$ cat config.mk
export PLATFORM = sky130hd
export DESIGN_NAME = mks_cmdq
export DESIGN_NICKNAME = d
export VERILOG_FILES = /design/src/rtl/mks_pkg.sv /design/src/rtl/mks_cmdq.sv
export SDC_FILE = /design/constraint.sdc
export NUM_CORES = 1
export LEC_CHECK = 0
export ABC_AREA = 0
export BUFFER_PORTS_ARGS = -buffer_cell sky130_fd_sc_hd__buf_2
export CAP_MARGIN = 20
export CORE_MARGIN = 2
export CORE_UTILIZATION = 51
export DETAILED_ROUTE_END_ITERATION = 7
export HOLD_SLACK_MARGIN = 0.1
export PLACE_DENSITY_LB_ADDON = 0.15
export REMOVE_ABC_BUFFERS = 1
export SLEW_MARGIN = 10
export SYNTH_ARGS = -nofsm -noshare
export SYNTH_HDL_FRONTEND = slang
export SYNTH_SLANG_ARGS = --single-unit
$ cat constraint.sdc
create_clock -name clk -period 2.8 [get_ports clk]
set_clock_uncertainty 0.05 [all_clocks]
set_input_delay 0 -clock clk [delete_from_list [all_inputs] [get_ports clk]]
set_output_delay 0 -clock clk [all_outputs]
set_load 0.05 [all_outputs]
$ cat src/rtl/mks_pkg.sv
// Shared constants, codes and types for the Morse keyer sequencer.
package mks_pkg;

  localparam int CHAR_DEPTH  = 256;
  localparam int CHAR_AW     = $clog2(CHAR_DEPTH);
  localparam int ELEM_DEPTH  = 16;
  localparam int ELEM_AW     = $clog2(ELEM_DEPTH);
  localparam int ELEM_CW     = $clog2(ELEM_DEPTH + 1);
  localparam int TABLE_DEPTH = 128;
  localparam int TBL_AW      = $clog2(TABLE_DEPTH);
  localparam int CMDQ_DEPTH  = 2;

  localparam int UNIT_W = 21;
  localparam int REM_W  = 23;
  localparam logic [UNIT_W-1:0] UNIT_RESET = 21'd60000;

  localparam logic [2:0] OP_PUSH  = 3'd0;
  localparam logic [2:0] OP_CLEAR = 3'd1;
  localparam logic [2:0] OP_BKSP  = 3'd2;
  localparam logic [2:0] OP_FORCE = 3'd3;
  localparam logic [2:0] OP_TICK  = 3'd4;
  localparam logic [2:0] OP_LOAD  = 3'd5;

  // element codes: bit 7 key level, low nibble units
  localparam logic [7:0] EL_DASH   = 8'hf3;
  localparam logic [7:0] EL_DOT    = 8'hf1;
  localparam logic [7:0] EL_GAP    = 8'h01;
  localparam logic [7:0] EL_LGAP   = 8'h03;
  localparam logic [7:0] EL_SPACE  = 8'h04;
  localparam logic [7:0] EL_RSPACE = 8'h02;
  localparam logic [7:0] EL_NONE   = 8'h00;

  localparam logic [7:0] CH_SPACE  = 8'h20;
  localparam logic [7:0] CH_LOW_A  = 8'h61;
  localparam logic [7:0] CH_LOW_Z  = 8'h7a;
  localparam logic [7:0] CH_CASE   = 8'h20;
  localparam logic [7:0] RAW_DASH  = 8'had;
  localparam logic [7:0] RAW_DOT   = 8'hae;
  localparam logic [7:0] RAW_SPACE = 8'ha0;

  typedef struct packed {
    logic [2:0] opcode;
    logic [7:0] ch;
    logic [6:0] tidx;
    logic [3:0] tlen;
    logic [7:0] tpat;
    logic       lvl;
  } cmd_t;

  typedef struct packed {
    logic [7:0] chars;
    logic       ovf;
    logic       busy;
    logic       key;
  } res_t;

endpackage

$ cat src/rtl/mks_cmdq.sv
// Short command queue between front and back end.
module mks_cmdq (
  input  logic           clk,
  input  logic           rst_n,
  input  logic           push,
  input  mks_pkg::cmd_t  push_cmd,
  input  logic           pop,
  output logic           full,
  output logic           empty,
  output mks_pkg::cmd_t  head
);

  localparam int QAW = $clog2(mks_pkg::CMDQ_DEPTH);
  localparam int QCW = $clog2(mks_pkg::CMDQ_DEPTH + 1);

  mks_pkg::cmd_t  slot_r [mks_pkg::CMDQ_DEPTH];
  logic [QAW-1:0] wp_r, wp_nxt;
  logic [QAW-1:0] rp_r, rp_nxt;
  logic [QCW-1:0] cnt_r, cnt_nxt;

  assign full  = (cnt_r == QCW'(mks_pkg::CMDQ_DEPTH));
  assign empty = (cnt_r == '0);
  assign head  = slot_r[rp_r];

  always_comb begin
    wp_nxt  = wp_r;
    rp_nxt  = rp_r;
    cnt_nxt = cnt_r;
    if (push) begin
      wp_nxt = (32'(wp_r) == mks_pkg::CMDQ_DEPTH - 1) ? '0 : QAW'(wp_r + 1'b1);
    end
    if (pop) begin
      rp_nxt = (32'(rp_r) == mks_pkg::CMDQ_DEPTH - 1) ? '0 : QAW'(rp_r + 1'b1);
    end
    if (push && !pop) begin
      cnt_nxt = QCW'(cnt_r + 1'b1);
    end else if (pop && !push) begin
      cnt_nxt = QCW'(cnt_r - 1'b1);
    end
  end

  always_ff @(posedge clk) begin
    if (!rst_n) begin
      wp_r  <= '0;
      rp_r  <= '0;
      cnt_r <= '0;
    end else begin
      wp_r  <= wp_nxt;
      rp_r  <= rp_nxt;
      cnt_r <= cnt_nxt;
    end
  end

  always_ff @(posedge clk) begin
    if (push) begin
      slot_r[wp_r] <= push_cmd;
    end
  end

endmodule

# Word-level counts from Yosys, hierarchy flattened
# Memories as Yosys holds them, arrays and structs flattened. A register that Yosys moved wholly into a read port is not among the register bits.
# Cells that the tools add are included.
[op_classes]
n_reduce_logical = 6
addsub = 4
n_eq_ne = 1
mux = 8
[op_table]
columns = ["cell", "count"]
rows = [
  ["2-to-1 mux 1 bit", 6],
  ["2-to-1 mux 2 bit", 2],
  ["adder 1 bit, second input constant", 2],
  ["adder 2 x 1 -> 2 bit, second input constant", 1],
  ["== test 2 bit, second input constant", 1],
  ["logical AND 1 bit", 2],
  ["logical NOT 1 bit", 2],
  ["logical NOT 2 bit", 1],
  ["nonzero test 2 bit", 1],
  ["subtractor 2 x 1 -> 2 bit, second input constant", 1],
]
[word_totals]
out_inout_bits = 33
wordCells = 23
ram_bits = 62
mem_count = 1
in_bits = 35
ff_bits = 4
[mem_list]
columns = ["memory", "words", "word_bits", "rd", "rd_clocked_by_memory_dff", "wr", "line", "text"]
rows = [
  ["slot_r", 2, 31, 1, 1, 1, "mks_cmdq.sv:16", "mks_pkg::cmd_t slot_r [mks_pkg::CMDQ_DEPTH];"],
]

# Logic depth before layout (Yosys ltp)
[depth]
ltp_word = 4
depth_mapped = 5
mapped_depth_nobuf = 5

# Worst setup path before layout
# OpenSTA, ideal clock, no wires.
[synth_path]
kind = "register to register"
start = "register wp_r"
end = "memory slot_r[0][0] (netlist name), enable pin"
period_less_slack_ns = 2.207
path_buffers = 0
path_stages_with_launch = 2
required_time_ns = 2.326
setup_ns = 0.424
arrival_time_ns = 1.733
setup_slack_ns = 0.593
path_cell_list = "dfxtp_1 nor2b_1"
[synth_rtl]
columns = ["element", "line", "text"]
rows = [
  ["start: declaration", "mks_cmdq.sv:17", "logic [QAW-1:0] wp_r, wp_nxt;"],
  ["start signal: assignment", "mks_cmdq.sv:48", "wp_r <= wp_nxt;"],
  ["end: declaration", "mks_cmdq.sv:16", ""],
]
# Straight into the memory's write port.

# Worst setup path after layout
[layout_path]
start = "register wp_r"
end = "register wp_r"
[layout_between]
elab_chain_cells = 2
[layout_rtl]
columns = ["element", "line", "text"]
rows = [
  ["adder 1 bit", "mks_cmdq.sv:30", "wp_nxt = (32'(wp_r) == mks_pkg::CMDQ_DEPTH - 1) ? '0 : QAW'(wp_r + 1'b1);"],
  ["2-to-1 mux 1 bit *", "mks_cmdq.sv:30", ""],
]
# Every way passes the cells marked *; elsewhere a longest branch is shown, timed or not.
# A chain may end at the register's enable or synchronous reset.

==> reports/summary.txt <==
ANT nets after route - 0
Yosys cell types - 16
Hold Crit Class - in2reg
Initial antenna violation count - 0
CP max FO - 32
Clock sinks - 67
Top FF cell, synth - edfxtp_1
Max Slew Vio Count - 0
DR pass1 iterations - 4
Num rows - 25
Worst-Skew Late Latency - 0.32 ns
Hold_ws - 0.1499 ns
Top-area cell type share of the netlist area - 76.15%
Req. time, crit path - 3.02 ns
DRC viols - 0
Minimum clock period - 1.932 ns
Power Density - 658.6 nW/um^2
Synth Warn # - 0
Max-Cap Viols - 0
Die span in y - 73.24 microns
EDFF count, synth - 62
Core area - 4661 sq um
Largest net degree at the start of global routing - 33
Share of cells above drive strength 1 - 49.14%
Peak VDD IR - 0.4061 mV
Final Hold Vio Count - 0
Sequential Area - 1962 sq um
Cell Area, Synth - 2445 sq um
Diodes inserted - 0
DRT iter0 DRCs - 52
Top cells by count, synth - edfxtp_1, mux2_2, dfxtp_1
CP Capture Type - flip-flop
TritonCTS clock tree - done
Routed WL - 4248 microns
HPWL Detailed - 2595 microns
Worst slew pin tran - 0.9239 ns
Die area - 5363 sq um
IO buf count - 67
Post-CTS Setup Bufs - 0
CTS Buf Count - 9
Area grow syn2layout - 37.21%
First-pass GRT wire length - 6382 microns
Post-synthesis async set-or-reset flop share - 0%
Slew HR - 38.27%
Hold path startpoint - push
Peak Freq - 517.5 MHz
Clock buffer depth - 2
Starting Density - 52.46%
Unrepaired setup endpoints after global routing - false
Nets - 265
Post-synth top area cell - edfxtp_1
DR vias/cell - 4.885
# setup viols final - 0
Filler cells - 317
Reg clk slew, reported paths - 0.06 ns
Area contributors post-synth - edfxtp_1, mux2_2, dfxtp_1
WS Path Type - reg2reg
FF+latch count, synth - 67
Cell count after synthesis - 118
Reg2reg start - wp_r$_SDFFE_PN0P_
Via count - 1397
Sequential area share after synthesis - 80.25%
Post-DR wirelength/cell - 14.85 microns
Number of global-route vias before repair - 1409
Run status - finished clean
Crit. Startpoint - wp_r$_SDFFE_PN0P_
Io pins - 68
Worst Path Arrival - 2.15 ns
Final GP Congestion - 0.6404
Clock root buffer - clkbuf_8
Leak pwr - 0.001303 uW
Die Span X - 73.24 microns
Worst Setup Start Kind - flip-flop
Period utilisation layout - 69.01%
Total GRT Usage - 16.91%
Synth Area per Inst - 20.72 sq um
Htree depth - 3
Area of the multi-input gates - 471.7 sq um
TNS Setup - 0 ns
Cell with the most instances after synthesis - edfxtp_1
Gr ovfl total - 0
[critical path: stages (launching register included)]
cell and delay, ns:
dfxtp_1 0.34, nor2b_4 0.73, o21a_1 0.22, dlygate4sd3_1 0.53
[worst paths after layout]
| check | endpoint | slack (ns) | cells past startpoint |
|---|---|---|---|
| worst min-delay path | cnt_r[1]$_SDFFE_PN0P_ | 0.15 | 4 |
| worst max register to register | wp_r$_SDFFE_PN0P_ | 0.87 | 3 |
| worst min register to register | cnt_r[1]$_SDFFE_PN0P_ | 0.47 | 2 |
| worst max-delay path | wp_r$_SDFFE_PN0P_ | 0.87 | 3 |
[sequential cells by signal, indices dropped and copies added (netlist names), named ones only]
| signal | count |
|---|---|
| rp_r | 1 |
| wp_r | 1 |
| slot_r | 62 |
| cnt_r | 2 |
[final cells by class]
cell class              count  area share (%)
multi-input cells          47           14.06
well taps                  54           2.014
repair buffers            103           20.96
clock inverters             5          0.6714
inverters                   1          0.1119
clock buffers               9           3.693
flip-flops and latches     67           58.49
[report_power, final]
group | switching, uW | internal, uW | total, uW
Clock | 314 | 300 | 614
Combinational | 273 | 147 | 420
Sequential | 20.8 | 1150 | 1180
[cells by family (layout without fill, tap and decap cells)]
family / after synthesis / count (layout) / synth area share, %
buf+inv: 4 / 118 / 0.7673
xor+xnor: 3 / 3 / 1.075
fa+ha+maj: 1 / 1 / 0.5117
compound gates: 3 / 3 / 0.8189
mux: 31 / 31 / 14.28
flops: 67 / 67 / 80.25
simple gates: 9 / 9 / 2.303
[per-layer routing]
layer	vias to the layer above	wire (microns)	GRT usage (%)
met4	0	56	7.407
li1	673	-	-
met3	5	221	5.663
met1	671	1798	20.36
met5	-	0	0
met2	48	2170	27.73
[per-stage QoR]
step / util (%) / area [sq um] / power (uW) / std cells / setup WS [ns]
final: 71.97 / 3354 / 2209 / 286 / 0.8678
after CTS: 71.97 / 3354 / 2233 / 286 / 0.8204
after global routing: 71.97 / 3354 / 2295 / 286 / 0.7323
after global placement: 61.53 / 2868 / 1573 / 238 / 1.273
after detailed placement: 61.53 / 2868 / 1582 / 238 / 1.227
after floorplan: - / 2430 / 1480 / 115 / 0.5933
[cells in the final DEF, fill, tap and decap left out]
cell	n
clkinv_2	3
xnor2_1	1
nor2b_1	1
dlygate4sd3_1	34
clkinv_1	2
clkbuf_8	9
o21a_1	1
inv_1	1
nor2_1	1
or3_1	1
buf_12	1
a21boi_1	1
edfxtp_1	62
dfxtp_1	5
mux2_2	31
buf_4	1
o21ai_0	1
and2_1	4
buf_2	67
xor2_1	2
and2b_2	1
nor2b_4	1
ha_1	1
[what timing repair did]
item                      CTS  global route
hold endpoints to repair   67             0
hold buffers               34             0
gates resized for setup     0             0
Note: power is estimated with default switching activity, not from simulation.
