## src/rtl/mks_pkg.sv

```systemverilog
// Shared constants, codes and types for the Morse keyer sequencer.
package mks_pkg;

  localparam int CHAR_DEPTH  = 256;
  localparam int CHAR_AW     = $clog2(CHAR_DEPTH);
  localparam int ELEM_DEPTH  = 16;
  localparam int ELEM_AW     = $clog2(ELEM_DEPTH);
  localparam int ELEM_CW     = $clog2(ELEM_DEPTH + 1);
  localparam int TABLE_DEPTH = 128;
  localparam int TBL_AW      = $clog2(TABLE_DEPTH);
  localparam int CMDQ_DEPTH  = 2;

  localparam int UNIT_W = 21;
  localparam int REM_W  = 23;
  localparam logic [UNIT_W-1:0] UNIT_RESET = 21'd60000;

  localparam logic [2:0] OP_PUSH  = 3'd0;
  localparam logic [2:0] OP_CLEAR = 3'd1;
  localparam logic [2:0] OP_BKSP  = 3'd2;
  localparam logic [2:0] OP_FORCE = 3'd3;
  localparam logic [2:0] OP_TICK  = 3'd4;
  localparam logic [2:0] OP_LOAD  = 3'd5;

  // element codes: bit 7 key level, low nibble units
  localparam logic [7:0] EL_DASH   = 8'hf3;
  localparam logic [7:0] EL_DOT    = 8'hf1;
  localparam logic [7:0] EL_GAP    = 8'h01;
  localparam logic [7:0] EL_LGAP   = 8'h03;
  localparam logic [7:0] EL_SPACE  = 8'h04;
  localparam logic [7:0] EL_RSPACE = 8'h02;
  localparam logic [7:0] EL_NONE   = 8'h00;

  localparam logic [7:0] CH_SPACE  = 8'h20;
  localparam logic [7:0] CH_LOW_A  = 8'h61;
  localparam logic [7:0] CH_LOW_Z  = 8'h7a;
  localparam logic [7:0] CH_CASE   = 8'h20;
  localparam logic [7:0] RAW_DASH  = 8'had;
  localparam logic [7:0] RAW_DOT   = 8'hae;
  localparam logic [7:0] RAW_SPACE = 8'ha0;

  typedef struct packed {
    logic [2:0] opcode;
    logic [7:0] ch;
    logic [6:0] tidx;
    logic [3:0] tlen;
    logic [7:0] tpat;
    logic       lvl;
  } cmd_t;

  typedef struct packed {
    logic [7:0] chars;
    logic       ovf;
    logic       busy;
    logic       key;
  } res_t;

endpackage

```

## src/rtl/mks_front.sv

```systemverilog
// Front end: takes input transactions, unpacks and uppercases them for the queue.
module mks_front (
  input  logic               in_tvalid,
  output logic               in_tready,
  input  logic [31:0]        in_tdata,
  input  logic [2:0]         in_tuser,
  input  logic               q_full,
  output logic               q_push,
  output mks_pkg::cmd_t      q_cmd
);

  logic [7:0] ch_raw;

  assign ch_raw    = in_tdata[7:0];
  assign in_tready = !q_full;
  assign q_push    = in_tvalid && !q_full;

  always_comb begin
    q_cmd.opcode = in_tuser;
    q_cmd.tidx   = in_tdata[14:8];
    q_cmd.tlen   = in_tdata[18:15];
    q_cmd.tpat   = in_tdata[26:19];
    q_cmd.lvl    = in_tdata[27];
    if (ch_raw >= mks_pkg::CH_LOW_A && ch_raw <= mks_pkg::CH_LOW_Z) begin
      q_cmd.ch = ch_raw - mks_pkg::CH_CASE;
    end else begin
      q_cmd.ch = ch_raw;
    end
  end

endmodule

```

## config.mk

```make
export PLATFORM = sky130hd
export DESIGN_NAME = mks_front
export DESIGN_NICKNAME = d
export VERILOG_FILES = /design/src/rtl/mks_pkg.sv /design/src/rtl/mks_front.sv
export SDC_FILE = /design/constraint.sdc
export NUM_CORES = 1
export LEC_CHECK = 0
export BUFFER_PORTS_ARGS = -buffer_cell sky130_fd_sc_hd__buf_2
export CAP_MARGIN = 15
export CORE_AREA = 2 2 39 41
export DETAILED_ROUTE_END_ITERATION = 6
export DIE_AREA = 0 0 41 43
export PLACE_DENSITY = 0.91
export SYNTH_ARGS = -nofsm -noshare
export SYNTH_HDL_FRONTEND = slang
export SYNTH_SLANG_ARGS = --single-unit
```

## constraint.sdc

```tcl
create_clock -name vclk -period 0.8
set_input_delay 0.04 -clock vclk [all_inputs]
set_output_delay 0.04 -clock vclk [all_outputs]
set_load 0.02 [all_outputs]
```

== Yosys cells after proc, flatten, opt, wreduce, memory -nomap -nowiden ==
Cells that the tools add are included.

* Eq/ne operators: 0
* Add/sub/neg operators: 1
* Multipliers: 0
* Multiplexer cells: 1
* $lt $le $gt $ge: 2
* Reductions and logical operators: 3
* Div/mod/pow operators: 0
* Bitwise gates (word level): 0
* Shifts and indexed selects: 0

{| class="wikitable"
|+ Operators by type and width
! cell !! number
|-
| $ge A8 B7 Y1 const B || 1
|-
| $le A8 B7 Y1 const B || 1
|-
| $mux W8 || 1
|-
| $sub A8 B6 Y8 const B || 1
|-
| $logic_and A1 B1 Y1 || 2
|-
| $logic_not A1 Y1 || 1
|}

* Logic and storage cells: 7
* Memory bits (read-only): 0
* Bits of input ports: 37
* RAM bits: 0
* Memories kept: 0
* Bits in registers: 0
* Output and inout port bits: 33
* Bits in latches: 0

== Logic depth before layout (Yosys ltp) ==
Gate-level depths: netlist of the first run.

* Word-level depth: 3
* Mapped depth: 3
* Depth with buffers taken out: 3

== Worst setup path before layout of the first run ==
No wires, ideal clock.

* Kind: input to output
* From: input port in_tdata[5]
* To: output port q_cmd[26] (netlist bit)
* Path buffers: 0
* Required time: 0.760 ns
* Arrival: 0.799 ns
* Slack: -0.039 ns
* Stages on the path: 3
* Cell sequence: inv_1 ha_1 a41oi_1

{| class="wikitable"
|+ RTL lines
! item !! line !! text
|-
| from (decl) || mks_front.sv:5 || <nowiki>input logic [31:0] in_tdata,</nowiki>
|-
| to (decl) || mks_front.sv:9 || <nowiki>output mks_pkg::cmd_t q_cmd</nowiki>
|}

==> qor_table.md, run 1 <==
| Group | Result | Reported |
|:---|:---|:---|
| synthesis | Synthesized area per cell | 7.39 sq um |
| min path | Instance count along the most critical hold path | 0 |
| worst setup path | Startpoint class of the critical path | primary input |
| finish | Number of sequential cells | 0 |
| floorplanning | Core area | 0.00138 sq mm |
| worst setup path | Crit end category | primary output |
| worst setup path | Slowest library cell on the worst path | sky130_fd_sc_hd__a41o_1 |
| synthesis | Yosys warnings | 0 |
| global route | Vias in the first global route | 208 |
| synthesis | Total nets after synthesis | 80 |
| placement | Post-place instance area | 250 sq um |
| floorplanning | Initial cell density of the core | 22.4% |
| power and ir drop | Leakage power total | 0.167 nW |
| sta | Share of the clock period used by the worst path after layout | 105% |
| job | # Max-Cap Violations | 0 |
| worst setup path | Data arrival time of the critical path | 0.80 ns |
| detailed routing | Per-cell via count in the routed design | 4.53 |
| finish | Fraction of layout cells with a size suffix above 1 | 81.1% |
| min path | Capture endpoint of the worst hold path | q_cmd[28] |
| finish | Layout overhead on the synthesized area | 5.64% |
| sta | Final hold vios | 0 |
| detailed routing | ANT nets after route | 0 |
| synthesis | Leading area contributor after synthesis | sky130_fd_sc_hd__buf_4 |
| synthesis | Dominant cell by count in the synthesized netlist | sky130_fd_sc_hd__buf_4 |
| power and ir drop | Switching pwr | 0.102 mW |
| sta | Period minus WS final | 0.837 ns |
| floorplanning | Die Area | 0.00176 sq mm |
| synthesis | Post-Synthesis Cell Area | 310 sq um |
| power and ir drop | P per Cell Area | 617 mW/mm^2 |
| finish | Share of the core filled with cells in the final layout | 23.7% |
| min path | Hold/Removal Path Class | primary input to primary output |
| sta | FMAX | 1200 MHz |
| synthesis | Leading cell types by total area after synthesis | sky130_fd_sc_hd__buf_4, sky130_fd_sc_hd__a2bb2oi_2, sky130_fd_sc_hd__inv_1, sky130_fd_sc_hd__ha_1, sky130_fd_sc_hd__a41o_1 |
| worst setup path | Required time of the critical path | 0.76 ns |
| detailed routing | Iter 0 DRT Violations | 0 |
| worst setup path | Delay-heaviest family, CP | compound AO/OA/AOI/OAI gates |
| synthesis | Top cells by instance count after synthesis | sky130_fd_sc_hd__buf_4, sky130_fd_sc_hd__inv_1 |
| placement | Port Buffer Count | 20 |
| sta | Number of endpoints failing setup at the final stage | 2 |
| detailed routing | Pre-Repair DR Iteration Count | 1 |
| global route | Global Route Usage Sum | 5.99% |
| placement | Worst slack at placement | -0.125 ns |
| finish | Total inserted antenna cells | 0 |
| worst setup path | Critical Path, Cell by Cell | buf_8 > a21oi_4 > a2bb2oi_4 > a41o_1 > buf_6 |
| detailed routing | Post-detailed-routing wire length | 630 um |
| power and ir drop | Cell Int Power | 0.100 mW |
| sta | Slew at the pin closest to its max-slew limit | 0.198 ns |
| floorplanning | Top-level port count | 70 |
| placement | DP Cell Count | 53 |
| min path | Start point of the worst min-delay path | in_tuser[0] |
| power and ir drop | Seq pwr share | 0% |
| synthesis | Number of different library cells in the post-synthesis netlist | 12 |
| status | Failing checks | negative setup slack |
| sta | Unrepaired setup endpoints after global routing | true |
| finish | Area of all placed cells without fillers | 328 sq um |
| finish | Area of the multi-input gates | 130 sq um |
| detailed routing | Remaining routing DRC violations | 0 |
| sta | Relative slew slack | 86.8% |
| sta | Final count of pins violating max slew | 0 |
| power and ir drop | Clock group share of total power | 0% |
| floorplanning | Chip Height | 43 um |
| worst setup path | Classification of the worst setup path | primary input to primary output |
| floorplanning | Number of standard-cell rows in the floorplan | 14 |
| synthesis | Synthesized instance count | 42 |
| global route | Global-route wire length before repair | 786 um |
| power and ir drop | PnR Total Power | 0.202 mW |
| placement | Routability congestion estimate | 0.578 |
| finish | Total area of sequential cells | 0 sq um |
| sta | Fin worst setup slack | -0.0365 ns |
| worst setup path | Top fanout value on the critical path | 3 |
| synthesis | Post-synth top area share | 67.7% |
| sta | Accumulated negative setup slack | -0.0432 ns |
| global route | Maximum number of pins on one net before global-route repair | 4 |
| worst setup path | Largest incremental delay on the critical path | 0.20 ns |
| clock network | Post-CTS setup buffers | 0 |
| finish | Clock buffer count in the final layout | 0 |
| power and ir drop | Combinational Power Share | 100.0% |
| detailed routing | Total via count after detailed routing | 240 |
| floorplanning | Die W | 41 um |
| power and ir drop | Worst vdd rail ir drop | 0.152 mV |
| sta | Final hold slack | 0.0800 ns |
| finish | Total number of nets in the final design | 77 |
| finish | Non-filler cells in the finished layout | 53 |
| status | Outcome | finished with violations |
| detailed routing | DR WL/cell | 11.9 um |
| global route | GR Overflow Total | 0 |
| power and ir drop | Switching Fraction | 50.4% |
| synthesis | Sequential cell area fraction in the yosys report | 0% |
| finish | Fill cell instance count of the final layout | 162 |
| clock network | Quantity of hold-fixing buffers added after cts | 0 |
| global route | Antenna violations before repair | 0 |
| worst setup path | Critical path buffer and inverter count | 2 |
==> how the worst max path moves through the flow <==
stage | start | slack [ns] | to | cells past startpoint
final | in_tdata[1] | -0.04 | q_cmd[27] | 5
after global routing | in_tdata[1] | -0.09 | q_cmd[27] | 5
after CTS | in_tdata[0] | -0.08 | q_cmd[27] | 5
after detailed placement | in_tdata[1] | -0.12 | q_cmd[27] | 5
after global placement | in_tdata[1] | -0.09 | q_cmd[27] | 5
after floorplan | in_tdata[4] | 0.06 | q_cmd[25] | 3
==> cells by family after synthesis <==
kind of cell	Yosys count	share of synthesized area, %
buffers and inverters	32	72.6
AO/OA/AOI/OAI	5	15.7
AND/OR/NAND/NOR	4	7.66
adder cells (fa/ha/maj)	1	4.03
==> power groups by stage <==
| stage | Sequential (mW) | Clock (mW) | Combinational, mW |
|---|---|---|---|
| after global routing | 0 | 0 | 0.219 |
| after detailed placement | 0 | 0 | 0.157 |
| final | 0 | 0 | 0.202 |
| after floorplan | 0 | 0 | 0.263 |
| after global placement | 0 | 0 | 0.151 |
| after CTS | 0 | 0 | 0.179 |
==> area by class of cell <==
cell class         count  area share (%)
repair buffers        23            49.6
multi-input cells     10            39.7
well taps             16            6.11
inverters              4            4.58
==> layout by cell type, fill, tap and decap left out <==
cell type and count:
sky130_fd_sc_hd__nor2_1 1, sky130_fd_sc_hd__nand2_1 1, sky130_fd_sc_hd__a21oi_4 1, sky130_fd_sc_hd__a41o_1 1, sky130_fd_sc_hd__inv_2 2, sky130_fd_sc_hd__buf_4 5, sky130_fd_sc_hd__ha_4 1, sky130_fd_sc_hd__a2bb2oi_4 1
sky130_fd_sc_hd__buf_6 4, sky130_fd_sc_hd__nor3_4 1, sky130_fd_sc_hd__buf_2 13, sky130_fd_sc_hd__buf_8 1, sky130_fd_sc_hd__nor2b_1 1, sky130_fd_sc_hd__inv_1 2, sky130_fd_sc_hd__a41oi_2 1, sky130_fd_sc_hd__a31oi_1 1
==> metal layers <==
metal | wire length, um | global-route usage [%] | share of wire (%)
met1 | 150 | 4.43 | 24
met2 | 345 | 11.3 | 55
met3 | 116 | 3.14 | 18
met4 | 19 | 2.67 | 3.0
met5 | 0 | 0 | 0
==> timing repair <==
action / 4_1_cts / 5_1_grt
pin swaps: 7 / 5
resized for setup: 9 / 6
setup endpoints to repair: 3 / 3
Note: power is estimated with default switching activity, not from simulation.
==> run 2: changes to the inputs <==
==> constraint.sdc (replaced) <==
create_clock -name vclk -period 0.9
set_input_delay 0.045 -clock vclk [all_inputs]
set_output_delay 0.045 -clock vclk [all_outputs]
set_load 0.02 [all_outputs]
==> qor_table.md, run 2 (synthesis results as in run 1) <==
| Group | Result | Reported | Delta |
|:---|:---|:---|:---|
| global route | Global Route Usage Sum | 5.29% | -0.70 points |
| placement | Port Buffer Count | 20 | unchanged |
| detailed routing | Remaining routing DRC violations | 0 | unchanged |
| job | # Max-Cap Violations | 0 | unchanged |
| min path | Hold/Removal Path Class | primary input to primary output |  |
| power and ir drop | Leakage power total | 0.152 nW | -9.4% |
| floorplanning | Initial cell density of the core | 22.4% | unchanged |
| sta | Final hold slack | 0.0900 ns | +0.0100 ns |
| detailed routing | Iter 0 DRT Violations | 0 | unchanged |
| global route | GR Overflow Total | 0 | unchanged |
| floorplanning | Core area | 0.00138 sq mm | unchanged |
| detailed routing | ANT nets after route | 0 | unchanged |
| finish | Total number of nets in the final design | 74 | -3.9% |
| floorplanning | Top-level port count | 70 | unchanged |
| detailed routing | Post-detailed-routing wire length | 555 um | -12% |
| detailed routing | Pre-Repair DR Iteration Count | 1 | unchanged |
| finish | Area of all placed cells without fillers | 283 sq um | -14% |
| power and ir drop | Cell Int Power | 0.0736 mW | -27% |
| status | Outcome | completed |  |
| global route | Vias in the first global route | 200 | -3.8% |
| finish | Fill cell instance count of the final layout | 158 | -2.5% |
| worst setup path | Crit end category | primary output |  |
| power and ir drop | Combinational Power Share | 100.0% | about the same |
| power and ir drop | Clock group share of total power | 0% | unchanged |
| finish | Total inserted antenna cells | 0 | unchanged |
| sta | Final count of pins violating max slew | 0 | unchanged |
| floorplanning | Die W | 41 um | unchanged |
| sta | Slew at the pin closest to its max-slew limit | 0.185 ns | -0.0132 ns |
| placement | Sum of net half-perimeters after detailed placement | 416 um |  |
| sta | Number of endpoints failing setup at the final stage | 0 | -2 |
| sta | Relative slew slack | 87.6% | +0.89 points |
| power and ir drop | Seq pwr share | 0% | unchanged |
| worst setup path | Required time of the critical path | 0.85 ns | +0.09 ns |
| clock network | Post-CTS setup buffers | 0 | unchanged |
| finish | Clock buffer count in the final layout | 0 | unchanged |
| power and ir drop | PnR Total Power | 0.159 mW | -21% |
| finish | Layout overhead on the synthesized area | -8.87% |  |
| sta | Share of the clock period used by the worst path after layout | 95.5% |  |
| placement | Routability congestion estimate | 0.508 | -12% |
| clock network | Quantity of hold-fixing buffers added after cts | 0 | unchanged |
| power and ir drop | P per Cell Area | 562 mW/mm^2 | -8.9% |
| floorplanning | Die Area | 0.00176 sq mm | unchanged |
| finish | Fraction of layout cells with a size suffix above 1 | 70.6% | -10 points |
| global route | Maximum number of pins on one net before global-route repair | 4 | unchanged |
| finish | Number of sequential cells | 0 | unchanged |
| worst setup path | Data arrival time of the critical path | 0.81 ns | about the same |
| min path | Start point of the worst min-delay path | in_tdata[17] |  |
| detailed routing | Per-cell via count in the routed design | 4.36 | -3.7% |
| placement | Post-place instance area | 220 sq um | -12% |
| global route | Antenna violations before repair | 0 | unchanged |
| worst setup path | Worst setup path startpoint | in_tdata[4] |  |
| sta | Period minus WS final | 0.859 ns |  |
| detailed routing | Total via count after detailed routing | 218 | -9.2% |
| worst setup path | Top fanout value on the critical path | 3 | unchanged |
| worst setup path | Classification of the worst setup path | primary input to primary output |  |
| finish | Total area of sequential cells | 0 sq um | unchanged |
| finish | Commonest non-fill, non-tap cells in the layout | sky130_fd_sc_hd__buf_2, sky130_fd_sc_hd__inv_1, sky130_fd_sc_hd__buf_6 |  |
| finish | Non-filler cells in the finished layout | 50 | -5.7% |
| power and ir drop | Switching Fraction | 53.7% | +3.4 points |
| detailed routing | DR WL/cell | 11.1 um | -6.6% |
| power and ir drop | Switching pwr | 0.0855 mW | -16% |
| global route | Global-route wire length before repair | 696 um | -11% |
| floorplanning | Number of standard-cell rows in the floorplan | 14 | unchanged |
| finish | Most common cell after layout, fill and taps aside | sky130_fd_sc_hd__buf_2 |  |
| sta | FMAX | 1160 MHz |  |
| floorplanning | Chip Height | 43 um | unchanged |
| sta | Final hold vios | 0 | unchanged |
| power and ir drop | Worst vdd rail ir drop | 0.108 mV | -29% |
| worst setup path | Startpoint class of the critical path | primary input |  |
| placement | DP Cell Count | 50 | -5.7% |
-- run 2: changes by cell type in the layout (fill, tap and decap cells not counted), sizes merged --
cell	delta
buf	-3
-- run 2: per-layer routing --
layer	vias up	GRT usage, %	share of wire, %
met4	0	1.33	0.90
met2	27	12.2	61
met5	-	0	0
met1	96	2.53	22
met3	2	2.09	15
li1	93	-	-
-- run 2: area by class of cell --
type               instances  area (sq um)  share of cell area (%)
repair buffers            20           130                    46.0
multi-input cells         10           118                    41.6
well taps                 16          20.0                    7.08
inverters                  4          15.0                    5.31
-- run 2: through the flow --
stage	util [%]	worst slack, ns	TNS [ns]
2_1_floorplan	-	0.0513	0
3_3_place_gp	15.9	0.0294	0
3_5_place_dp	15.9	-0.00678	-0.00678
4_1_cts	16.9	0.000907	0
5_1_grt	20.4	-0.000769	-0.000769
6_report	20.4	0.0407	0
-- run 2: worst paths after layout --
kind / end / slack [ns] / depth (start not counted)
setup / recovery: q_cmd[26] / 0.04 / 5
hold / removal: q_cmd[11] / 0.09 / 0
-- run 2: worst max-delay path: stages --
cell and delay [ns]:
sky130_fd_sc_hd__buf_6 0.10, sky130_fd_sc_hd__nor3_4 0.21, sky130_fd_sc_hd__a2bb2oi_4 0.09, sky130_fd_sc_hd__a41oi_2 0.20, sky130_fd_sc_hd__buf_4 0.16
-- run 2: repair_timing --
| item | in CTS | in global routing |
|---|---|---|
| hold endpoints to repair | 0 | 0 |
| pin swaps | 2 | 6 |
| gates resized for setup | 2 | 12 |
| endpoints found under the setup margin | 2 | 2 |
-- run 2: power by group through the flow --
stage	Combinational, mW	Sequential (mW)	Clock [mW]
after floorplan	0.230	0	0
after global placement	0.118	0	0
after detailed placement	0.123	0	0
after CTS	0.131	0	0
after global routing	0.172	0	0
final	0.159	0	0
