File: src/rtl/mks_pkg.sv
// Shared constants, codes and types for the Morse keyer sequencer.
package mks_pkg;

  localparam int CHAR_DEPTH  = 256;
  localparam int CHAR_AW     = $clog2(CHAR_DEPTH);
  localparam int ELEM_DEPTH  = 16;
  localparam int ELEM_AW     = $clog2(ELEM_DEPTH);
  localparam int ELEM_CW     = $clog2(ELEM_DEPTH + 1);
  localparam int TABLE_DEPTH = 128;
  localparam int TBL_AW      = $clog2(TABLE_DEPTH);
  localparam int CMDQ_DEPTH  = 2;

  localparam int UNIT_W = 21;
  localparam int REM_W  = 23;
  localparam logic [UNIT_W-1:0] UNIT_RESET = 21'd60000;

  localparam logic [2:0] OP_PUSH  = 3'd0;
  localparam logic [2:0] OP_CLEAR = 3'd1;
  localparam logic [2:0] OP_BKSP  = 3'd2;
  localparam logic [2:0] OP_FORCE = 3'd3;
  localparam logic [2:0] OP_TICK  = 3'd4;
  localparam logic [2:0] OP_LOAD  = 3'd5;

  // element codes: bit 7 key level, low nibble units
  localparam logic [7:0] EL_DASH   = 8'hf3;
  localparam logic [7:0] EL_DOT    = 8'hf1;
  localparam logic [7:0] EL_GAP    = 8'h01;
  localparam logic [7:0] EL_LGAP   = 8'h03;
  localparam logic [7:0] EL_SPACE  = 8'h04;
  localparam logic [7:0] EL_RSPACE = 8'h02;
  localparam logic [7:0] EL_NONE   = 8'h00;

  localparam logic [7:0] CH_SPACE  = 8'h20;
  localparam logic [7:0] CH_LOW_A  = 8'h61;
  localparam logic [7:0] CH_LOW_Z  = 8'h7a;
  localparam logic [7:0] CH_CASE   = 8'h20;
  localparam logic [7:0] RAW_DASH  = 8'had;
  localparam logic [7:0] RAW_DOT   = 8'hae;
  localparam logic [7:0] RAW_SPACE = 8'ha0;

  typedef struct packed {
    logic [2:0] opcode;
    logic [7:0] ch;
    logic [6:0] tidx;
    logic [3:0] tlen;
    logic [7:0] tpat;
    logic       lvl;
  } cmd_t;

  typedef struct packed {
    logic [7:0] chars;
    logic       ovf;
    logic       busy;
    logic       key;
  } res_t;

endpackage

File: src/rtl/mks_back.sv
// Back end: character and element queues, code table, element timing and results.
module mks_back (
  input  logic                        clk,
  input  logic                        rst_n,
  input  logic                        cfg_we,
  input  logic [mks_pkg::UNIT_W-1:0]  cfg_wdata,
  input  logic                        q_empty,
  input  mks_pkg::cmd_t               q_head,
  output logic                        q_pop,
  output logic                        out_tvalid,
  input  logic                        out_tready,
  output logic [15:0]                 out_tdata
);

  typedef enum logic [3:0] {
    S_IDLE, S_EXEC, S_END, S_CHAR, S_TBL, S_EXP, S_POP, S_FIN, S_OUT
  } state_t;

  state_t state_r, state_nxt;
  mks_pkg::cmd_t cmd_r, cmd_nxt;

  logic [mks_pkg::CHAR_AW-1:0] cwp_r, cwp_nxt, crp_r, crp_nxt, chars;
  logic [mks_pkg::ELEM_AW-1:0] ewp_r, ewp_nxt, erp_r, erp_nxt;
  logic [mks_pkg::ELEM_CW-1:0] ecnt_r, ecnt_nxt;
  logic [mks_pkg::REM_W-1:0]   rt_r, rt_nxt, rt_dec;
  logic [mks_pkg::UNIT_W-1:0]  unit_r, unit_nxt;
  logic                        key_r, key_nxt, act_r, act_nxt, ovf_r, ovf_nxt;
  logic [3:0]                  exp_i_r, exp_i_nxt;
  logic                        out_vld_r, out_vld_nxt;
  mks_pkg::res_t               out_dat_r, out_dat_nxt;
  logic [mks_pkg::TABLE_DEPTH-1:0] tvld_r, tvld_nxt;

  logic [7:0]  char_mem [mks_pkg::CHAR_DEPTH];
  logic [11:0] code_mem [mks_pkg::TABLE_DEPTH];
  logic [7:0]  elem_r   [mks_pkg::ELEM_DEPTH];
  logic [7:0]  chr_q_r;
  logic [11:0] tbl_q_r;
  logic        hit_q_r;

  logic                       c_we, c_re, t_we, t_re, e_we0, e_we1;
  logic [7:0]                 e_wd0, e_wd1, e_raw, e_cur;
  logic [mks_pkg::TBL_AW-1:0] t_ra, t_wa;
  logic [3:0]                 tlen_q;
  logic [2:0]                 bit_idx;
  logic [mks_pkg::UNIT_W+3:0] dur;

  assign chars   = cwp_r - crp_r;
  assign rt_dec  = (rt_r == '0) ? '0 : rt_r - 1'b1;
  assign t_ra    = mks_pkg::TBL_AW'(chr_q_r);
  assign t_wa    = mks_pkg::TBL_AW'(cmd_r.tidx);
  assign tlen_q  = hit_q_r ? tbl_q_r[11:8] : 4'd0;
  assign bit_idx = 3'(exp_i_r - 4'd1);
  assign e_cur   = elem_r[erp_r];
  assign dur     = {4'b0, unit_r} * {21'b0, e_cur[3:0]};

  always_comb begin
    unique case (chr_q_r)
      mks_pkg::RAW_DASH:  e_raw = mks_pkg::EL_DASH;
      mks_pkg::RAW_DOT:   e_raw = mks_pkg::EL_DOT;
      mks_pkg::RAW_SPACE: e_raw = mks_pkg::EL_RSPACE;
      default:            e_raw = mks_pkg::EL_NONE;
    endcase
  end

  always_comb begin
    state_nxt   = state_r;
    cmd_nxt     = cmd_r;
    cwp_nxt     = cwp_r;
    crp_nxt     = crp_r;
    ewp_nxt     = ewp_r;
    erp_nxt     = erp_r;
    ecnt_nxt    = ecnt_r;
    rt_nxt      = rt_r;
    key_nxt     = key_r;
    act_nxt     = act_r;
    ovf_nxt     = ovf_r;
    exp_i_nxt   = exp_i_r;
    out_vld_nxt = out_vld_r;
    out_dat_nxt = out_dat_r;
    tvld_nxt    = tvld_r;
    unit_nxt    = cfg_we ? cfg_wdata : unit_r;
    q_pop = 1'b0;
    c_we  = 1'b0;
    c_re  = 1'b0;
    t_we  = 1'b0;
    t_re  = 1'b0;
    e_we0 = 1'b0;
    e_we1 = 1'b0;
    e_wd0 = mks_pkg::EL_GAP;
    e_wd1 = mks_pkg::EL_GAP;

    if (out_vld_r && out_tready) begin
      out_vld_nxt = 1'b0;
    end

    unique case (state_r)
      S_IDLE: begin
        if (!q_empty) begin
          q_pop     = 1'b1;
          cmd_nxt   = q_head;
          ovf_nxt   = 1'b0;
          state_nxt = S_EXEC;
        end
      end
      S_EXEC: begin
        state_nxt = S_FIN;
        case (cmd_r.opcode)
          mks_pkg::OP_PUSH: begin
            if (32'(chars) == mks_pkg::CHAR_DEPTH - 1) begin
              ovf_nxt = 1'b1;
            end else begin
              c_we    = 1'b1;
              cwp_nxt = cwp_r + 1'b1;
            end
          end
          mks_pkg::OP_CLEAR: begin
            cwp_nxt  = crp_r;
            erp_nxt  = ewp_r;
            ecnt_nxt = '0;
            key_nxt  = 1'b0;
            act_nxt  = 1'b0;
            rt_nxt   = '0;
          end
          mks_pkg::OP_BKSP: begin
            if (chars != '0) begin
              cwp_nxt = cwp_r - 1'b1;
            end else if (ecnt_r != '0) begin
              erp_nxt  = ewp_r;
              ecnt_nxt = '0;
              key_nxt  = 1'b0;
              act_nxt  = 1'b0;
              rt_nxt   = '0;
            end
          end
          mks_pkg::OP_FORCE: begin
            crp_nxt  = cwp_r;
            erp_nxt  = ewp_r;
            ecnt_nxt = '0;
            key_nxt  = cmd_r.lvl;
            act_nxt  = 1'b0;
            rt_nxt   = '0;
          end
          mks_pkg::OP_TICK: begin
            if (act_r) begin
              rt_nxt = rt_dec;
              if (rt_dec == '0) begin
                state_nxt = S_END;
              end
            end
          end
          mks_pkg::OP_LOAD: begin
            if (32'(cmd_r.tidx) < mks_pkg::TABLE_DEPTH) begin
              t_we           = 1'b1;
              tvld_nxt[t_wa] = 1'b1;
            end
          end
          default: ;
        endcase
      end
      S_END: begin
        if (ecnt_r != '0) begin
          state_nxt = S_POP;
        end else if (chars == '0) begin
          key_nxt   = 1'b0;
          act_nxt   = 1'b0;
          rt_nxt    = '0;
          state_nxt = S_FIN;
        end else begin
          c_re      = 1'b1;
          crp_nxt   = crp_r + 1'b1;
          state_nxt = S_CHAR;
        end
      end
      S_CHAR: begin
        // element queue is empty here, so pushes never overrun
        state_nxt = S_POP;
        if (chr_q_r == mks_pkg::CH_SPACE) begin
          e_we0    = 1'b1;
          e_wd0    = mks_pkg::EL_SPACE;
          ewp_nxt  = ewp_r + 1'b1;
          ecnt_nxt = ecnt_r + 1'b1;
        end else if (chr_q_r[7]) begin
          e_we0    = 1'b1;
          e_we1    = 1'b1;
          e_wd0    = e_raw;
          e_wd1    = mks_pkg::EL_GAP;
          ewp_nxt  = ewp_r + 2'd2;
          ecnt_nxt = ecnt_r + 2'd2;
        end else if (32'(chr_q_r) < mks_pkg::TABLE_DEPTH) begin
          t_re      = 1'b1;
          state_nxt = S_TBL;
        end
      end
      S_TBL: begin
        if (tlen_q >= 4'd1 && tlen_q <= 4'd8) begin
          exp_i_nxt = tlen_q;
          state_nxt = S_EXP;
        end else begin
          state_nxt = S_POP;
        end
      end
      S_EXP: begin
        // one dot or dash plus its gap per cycle, first element from the top bit
        e_we0     = 1'b1;
        e_we1     = 1'b1;
        e_wd0     = tbl_q_r[bit_idx] ? mks_pkg::EL_DASH : mks_pkg::EL_DOT;
        e_wd1     = (exp_i_r == 4'd1) ? mks_pkg::EL_LGAP : mks_pkg::EL_GAP;
        ewp_nxt   = ewp_r + 2'd2;
        ecnt_nxt  = ecnt_r + 2'd2;
        exp_i_nxt = exp_i_r - 4'd1;
        if (exp_i_r == 4'd1) begin
          state_nxt = S_POP;
        end
      end
      S_POP: begin
        state_nxt = S_FIN;
        if (ecnt_r == '0) begin
          key_nxt = 1'b0;
          rt_nxt  = '0;
        end else begin
          erp_nxt  = erp_r + 1'b1;
          ecnt_nxt = ecnt_r - 1'b1;
          key_nxt  = e_cur[7];
          rt_nxt   = dur[mks_pkg::REM_W-1:0];
        end
      end
      S_FIN: begin
        if (cmd_r.opcode <= mks_pkg::OP_FORCE && !act_r && chars != '0) begin
          act_nxt = 1'b1;
          rt_nxt  = '0;
        end
        state_nxt = S_OUT;
      end
      S_OUT: begin
        if (!out_vld_r || out_tready) begin
          out_vld_nxt       = 1'b1;
          out_dat_nxt.key   = key_r;
          out_dat_nxt.busy  = act_r || (chars != '0) || (ecnt_r != '0);
          out_dat_nxt.ovf   = ovf_r;
          out_dat_nxt.chars = 8'(chars);
          state_nxt         = S_IDLE;
        end
      end
      default: state_nxt = S_IDLE;
    endcase
  end

  always_ff @(posedge clk) begin
    if (!rst_n) begin
      state_r   <= S_IDLE;
      cwp_r     <= '0;
      crp_r     <= '0;
      ewp_r     <= '0;
      erp_r     <= '0;
      ecnt_r    <= '0;
      rt_r      <= '0;
      key_r     <= 1'b0;
      act_r     <= 1'b0;
      ovf_r     <= 1'b0;
      out_vld_r <= 1'b0;
      tvld_r    <= '0;
      unit_r    <= mks_pkg::UNIT_RESET;
    end else begin
      state_r   <= state_nxt;
      cwp_r     <= cwp_nxt;
      crp_r     <= crp_nxt;
      ewp_r     <= ewp_nxt;
      erp_r     <= erp_nxt;
      ecnt_r    <= ecnt_nxt;
      rt_r      <= rt_nxt;
      key_r     <= key_nxt;
      act_r     <= act_nxt;
      ovf_r     <= ovf_nxt;
      out_vld_r <= out_vld_nxt;
      tvld_r    <= tvld_nxt;
      unit_r    <= unit_nxt;
    end
    cmd_r     <= cmd_nxt;
    exp_i_r   <= exp_i_nxt;
    out_dat_r <= out_dat_nxt;
  end

  always_ff @(posedge clk) begin
    if (c_we) begin
      char_mem[cwp_r] <= cmd_r.ch;
    end
    if (c_re) begin
      chr_q_r <= char_mem[crp_r];
    end
  end

  always_ff @(posedge clk) begin
    if (t_we) begin
      code_mem[t_wa] <= {cmd_r.tlen, cmd_r.tpat};
    end
    if (t_re) begin
      tbl_q_r <= code_mem[t_ra];
      hit_q_r <= tvld_r[t_ra];
    end
  end

  always_ff @(posedge clk) begin
    if (e_we0) begin
      elem_r[ewp_r] <= e_wd0;
    end
    if (e_we1) begin
      elem_r[mks_pkg::ELEM_AW'(ewp_r + 1'b1)] <= e_wd1;
    end
  end

  assign out_tvalid = out_vld_r;
  assign out_tdata  = {5'b0, out_dat_r};

endmodule

File: config.mk
export PLATFORM = sky130hd
export DESIGN_NAME = mks_back
export DESIGN_NICKNAME = d
export VERILOG_FILES = /design/src/rtl/mks_pkg.sv /design/src/rtl/mks_back.sv
export SDC_FILE = /design/constraint.sdc
export NUM_CORES = 2
export LEC_CHECK = 0
export BUFFER_PORTS_ARGS = -buffer_cell sky130_fd_sc_hd__buf_2
export CAP_MARGIN = 20
export CORE_MARGIN = 2
export CORE_UTILIZATION = 45
export DETAILED_ROUTE_END_ITERATION = 6
export GPL_ROUTABILITY_DRIVEN = 0
export PLACE_DENSITY = 0.61
export SETUP_SLACK_MARGIN = 0.15
export SYNTH_ARGS = -nofsm -noshare
export SYNTH_HDL_FRONTEND = slang
export SYNTH_SLANG_ARGS = --single-unit
File: constraint.sdc
create_clock -name clk -period 6.33 [get_ports clk]
set_input_delay 0.3165 -clock clk [delete_from_list [all_inputs] [get_ports clk]]
set_output_delay 0.3165 -clock clk [all_outputs]
set_load 0.01 [all_outputs]
After elaboration in Yosys (flattened, before gate mapping)
Memories as Yosys holds them, arrays and structs flattened. A register that Yosys moved wholly into a read port is not among the register bits.
Cells that the tools add are included.
{ "op_classes": {"n_addsub": 12, "mul": 1, "div_mod_pow": 0, "n_lt_le_gt_ge": 8, "eq_ne": 40, "shift": 0, "muxes": 107, "n_bitwise": 2, "n_reduce_logical": 43} }
{ "op_table": {"columns": ["operator", "count"], "rows": [
  ["2-to-1 mux 23 bit", 8],
  ["OR 128 bit", 1],
  ["one-hot mux 23 bit (4 select lines)", 1],
  ["one-hot mux 23 bit (3 select lines)", 1],
  ["2-to-1 mux 8 bit", 7],
  ["2-to-1 mux 4 bit", 12],
  ["one-hot mux 8 bit (3 select lines)", 2],
  ["logical NOT 23 bit", 2],
  ["2-to-1 mux 1 bit", 40],
  ["one-hot mux 4 bit (9 select lines)", 1],
  ["equality test 8 bit, second input constant", 4],
  ["one-hot mux 4 bit (2 select lines)", 4],
  ["one-hot mux 8 bit (2 select lines)", 2],
  ["2-to-1 mux 5 bit", 5],
  ["!= test 2 bit, second input constant", 12],
  ["multiplier 21 x 4 -> 23 bit", 1],
  ["subtractor 23 x 1 -> 23 bit, second input constant", 1],
  ["one-hot mux 5 bit (4 select lines)", 1],
  ["adder 8 x 1 -> 8 bit, second input constant", 2],
  ["equality test 4 x 3 -> 1 bit, second input constant", 4],
  ["less-than comparator 7 x 8 -> 1 bit, second input constant", 2],
  ["2-to-1 mux 3 bit", 5],
  ["2-to-1 mux 2 bit", 7],
  ["!= test 3 bit, second input constant", 4],
  ["52 further kinds", 84]
]} }
{ "word_totals": {"reg_bits": 256, "latchBits": 0, "ram_bits": 3712, "romBits": 0, "inputBits": 57, "output_inout_bits": 18, "wordCells": 241, "n_memories": 3} }
{ "mem_list": {"columns": ["memory", "words", "width", "read_ports", "rd_clocked_by_memory_dff", "write_ports", "line", "rtl"], "rows": [
  ["char_mem", 256, 8, 1, 1, 1, "mks_back.sv:33", "logic [7:0] char_mem [mks_pkg::CHAR_DEPTH];"],
  ["code_mem", 128, 12, 1, 1, 1, "mks_back.sv:34", "logic [11:0] code_mem [mks_pkg::TABLE_DEPTH];"],
  ["elem_r", 16, 8, 1, 1, 2, "mks_back.sv:35", "logic [7:0] elem_r [mks_pkg::ELEM_DEPTH];"]
]} }

Longest topological paths before layout
{ "logic_depth": {"ltp_word": 7, "ltp_mapped": 21, "ltp_nobuf": 18} }

Worst setup path after synthesis
No wires, ideal clock.
{ "synth_timing": {"path_kind": "reg-to-reg", "from": "register (tool-made name)", "to": "register rt_r[20] in the netlist's numbering", "setup_ns": 0.132, "arrival_time_ns": 5.056, "t_required_ns": 6.198, "slack_ns": 1.142, "path_stages_with_launch": 19, "path_buffers": 3, "period_less_slack_ns": 5.188, "path_cell_list": "dfxtp_1 clkbuf_1 buf_2 mux4_2 mux4_2 clkbuf_1 and2_1 ha_1 fa_1 inv_1 fa_1 nor2b_1 o31a_1 o21ai_0 a211o_1 o21ai_0 mux2_2 o21ai_0 a21oi_1"} }
{ "synth_lines": {"columns": ["element", "line", "rtl"], "rows": [
  ["end signal, assigned", "mks_back.sv:270", "rt_r <= rt_nxt;"],
  ["end, declared", "mks_back.sv:25", "logic [mks_pkg::REM_W-1:0] rt_r, rt_nxt, rt_dec;"]
]} }

==> results.toml <==
[sta]
post-route-period-util = 0.891
holdWs_ns = 0.0614
slew-limit-headroom = 0.186
fmax_ghz = 0.177
tns_ns = 0
hold_viol = 0
final-setup-viol-count = 0
timing.final.ws_setup_ns = 0.687
finalCriticalPeriod_ns = 5.64
fin_skew_ns = 0.0630
tightest_slew_ns = 1.22
grt_setup_unrepaired = "no"
finalMaxSlewViolations = 0

[drt]
drt_first_pass_iters = 7
via_count = 77468
totalWireLength_um = 387000
wl_per_cell_um = 29.9
drc = 0
first_iter_violations = 9485
routed_via_density = 5.98
ant_nets = 0

[synthesis]
synthCells = 7659
yosysWarnings = 0
ys_ff_latch = 3928
ys_types = 83
synth_edf_count = 3667
ys_seq_area_frac = 0.742
syn-mean-instance-area_um2 = 20.3
synth_ff_type = "edfxtp_1"
synthArstFlopShare = 0
syn_area_um2 = 155000

[die]
die_x_um = 592
row_count = 215
ios = 75
core_area_um2 = 343000
die_area_um2 = 350000
die_height_um = 592
start_util = 0.453

[final_layout]
final_layout_size_suffix_gt1_frac = 0.260
final_cells = 12959
fin_area_um2 = 176000
nNetsFinal = 8206
final_cell_mix = "edfxtp_1 (3667), mux4_2 (1185), nor2_1 (790)"
nFillCells = 26929
layout_commonest_cell = "edfxtp_1"
area_growth_pct = 13.5
utilization = 0.514

[pwr]
leakage_nw = 55.1
finalPower_mw = 66.7
ir_drop_mv = 0.398
p_per_area_nw_per_um2 = 378

[clock_network]
cts-root-buf = "clkbuf_16"
cts_buffer_depth = 4
clkSinkCount = 3928
clk_latency_ns = 0.97
cts_tree = "built"
clkTransAtPathRegs_ns = 0.06
cts-htree-levels = 5
cts_buffers = 401

[placement]
portBuffers = 69
placed_area_um2 = 162000
dp_slack_ns = 0.818
dpl.hpwl_um = 233000
dp_cells = 12123

[worst_setup_path]
r2r_slack_ns = 0.69
crit_slowest_cell = "a311oi_1"
crit_fanout = 21
crit_end = "rt_r[21]"
slowest_delay_ns = 0.63
cpMostUsedCell = "a21oi_1"
reg2reg_depth = 19
worstPathArrival_ns = 6.46
worst_setup_path_end_kind = "register"
setup.worst_path.class = "reg -> reg"
crit_chain = "buf_4 -> mux4_2 -> nor2b_1 -> a211oi_1 -> a21oi_2 -> and2_1 -> ha_1 -> inv_1 -> fa_1 -> inv_1 -> ha_1 -> a21oi_1 -> o21ai_0 -> a311oi_1 -> o21ai_0 -> a21oi_1 -> nor2_1 -> a211oi_1 -> a21oi_1"
critPathLaunchType = "register"
reg2reg_to = "rt_r[21]"
critPathRequiredTime_ns = 7.14

[worst_hold_path]
hold_depth = 3
min_path_type = "in -> reg"

[flow_run]
maxCapViolations = 0

[outcome]
status = "completed"

[global_route]
grt_max_degree = 217
grt_overflow_total = 0
grt_pass1_wl_um = 562000
antenna_found_initial = 17
grt_pass1_vias = 77939
grt_use_total = 0.221
[per-layer routing]
layer  track usage  up-vias  wire, µm
met4        0.0578        4     10200
li1              -    32229         -
met5             0        -        33
met2         0.361     3210    190000
met1         0.313    41473    158000
met3        0.0319      552     28700
[worst min-delay path by stage]
stage,slack (ns),endpoint,start
after global placement,0.44,tvld_r[119],tvld_r[119]
final,0.06,unit_r[12],cfg_we
after detailed placement,0.45,elem_r[1][2],elem_r[1][2]
after floorplan,0.41,out_tdata[0],key_r
after CTS,0.001,unit_r[12],cfg_we
after global routing,0.06,unit_r[12],cfg_we
[area by class of cell]
| type | instances | area, µm² | area share |
|---|---|---|---|
| timing repair buffer | 421 | 3680 | 0.0208 |
| clock inverter | 251 | 2650 | 0.0150 |
| clock buffer | 497 | 10500 | 0.0598 |
| sequential | 3928 | 115000 | 0.654 |
| antenna | 2 | 5.00 | 0.0000284 |
| multi-input combinational | 3197 | 38100 | 0.216 |
| tap | 4557 | 5700 | 0.0323 |
| inverter | 106 | 410 | 0.00233 |
[cells in the mapped netlist, drive strengths merged, types with 11 or more instances]
cell type  number  area share
fa             21      0.0027
a21oi         116      0.0037
ha             73      0.0059
xnor2          25      0.0014
nand3          66      0.0022
a211oi         32      0.0015
a22oi          51      0.0025
inv           105      0.0025
buf           137      0.0041
nand2b         14     0.00056
mux2           15      0.0011
o21ai          88      0.0029
and2           49      0.0020
mux4         1185        0.17
o221ai         16     0.00090
edfxtp       3667        0.71
mux2i          74      0.0048
nor4           11     0.00044
nor2          810       0.020
o22ai          28      0.0011
o32ai          12     0.00072
nand2         227      0.0055
o21a           20     0.00097
xor2           22      0.0012
clkbuf        295      0.0071
a21o           11     0.00053
or3            11     0.00044
nor2b          22     0.00089
nor3           66      0.0021
dfxtp         261       0.034
[registers in the layout (all words and copies together) (netlist names), 11 cells and up, named ones only]
signal	count
out_tdata	11
rt_r	23
unit_r	21
tvld_r	128
cmd_r	24
code_mem	1536
char_mem	2048
tbl_q_r	12
elem_r	64
[worst max-delay path: cells and delay by family (launching register included)]
kind	cells	cell delay (ns)
compound gates	9	2.69
fa+ha+maj	3	1.06
mux	1	0.54
simple gates	3	0.47
buf+inv	3	0.41
flops	1	0.30
[timing repair]
item,in CTS,in global routing
buffers inserted,0,0
hold buffers,81,0
gates resized for setup,0,0
hold endpoints to repair,95,0
[logic make-up after synthesis]
kind of cell             after synthesis  synth area share
AO/OA/AOI/OAI                        449            0.0189
adder cells (fa/ha/maj)               94           0.00858
flip-flops                          3928             0.742
buffers and inverters                538            0.0138
AND/OR/NAND/NOR                     1328            0.0362
XOR/XNOR                              47           0.00265
multiplexers                        1274             0.178
other                                  1         0.0000241
[report_power, final]
group          switching (mW)  internal, mW
logic                    7.90          4.74
registers               0.355          30.0
clock network            10.0          13.7
total                    18.3          48.4
Power figures use the tool's default switching activity.
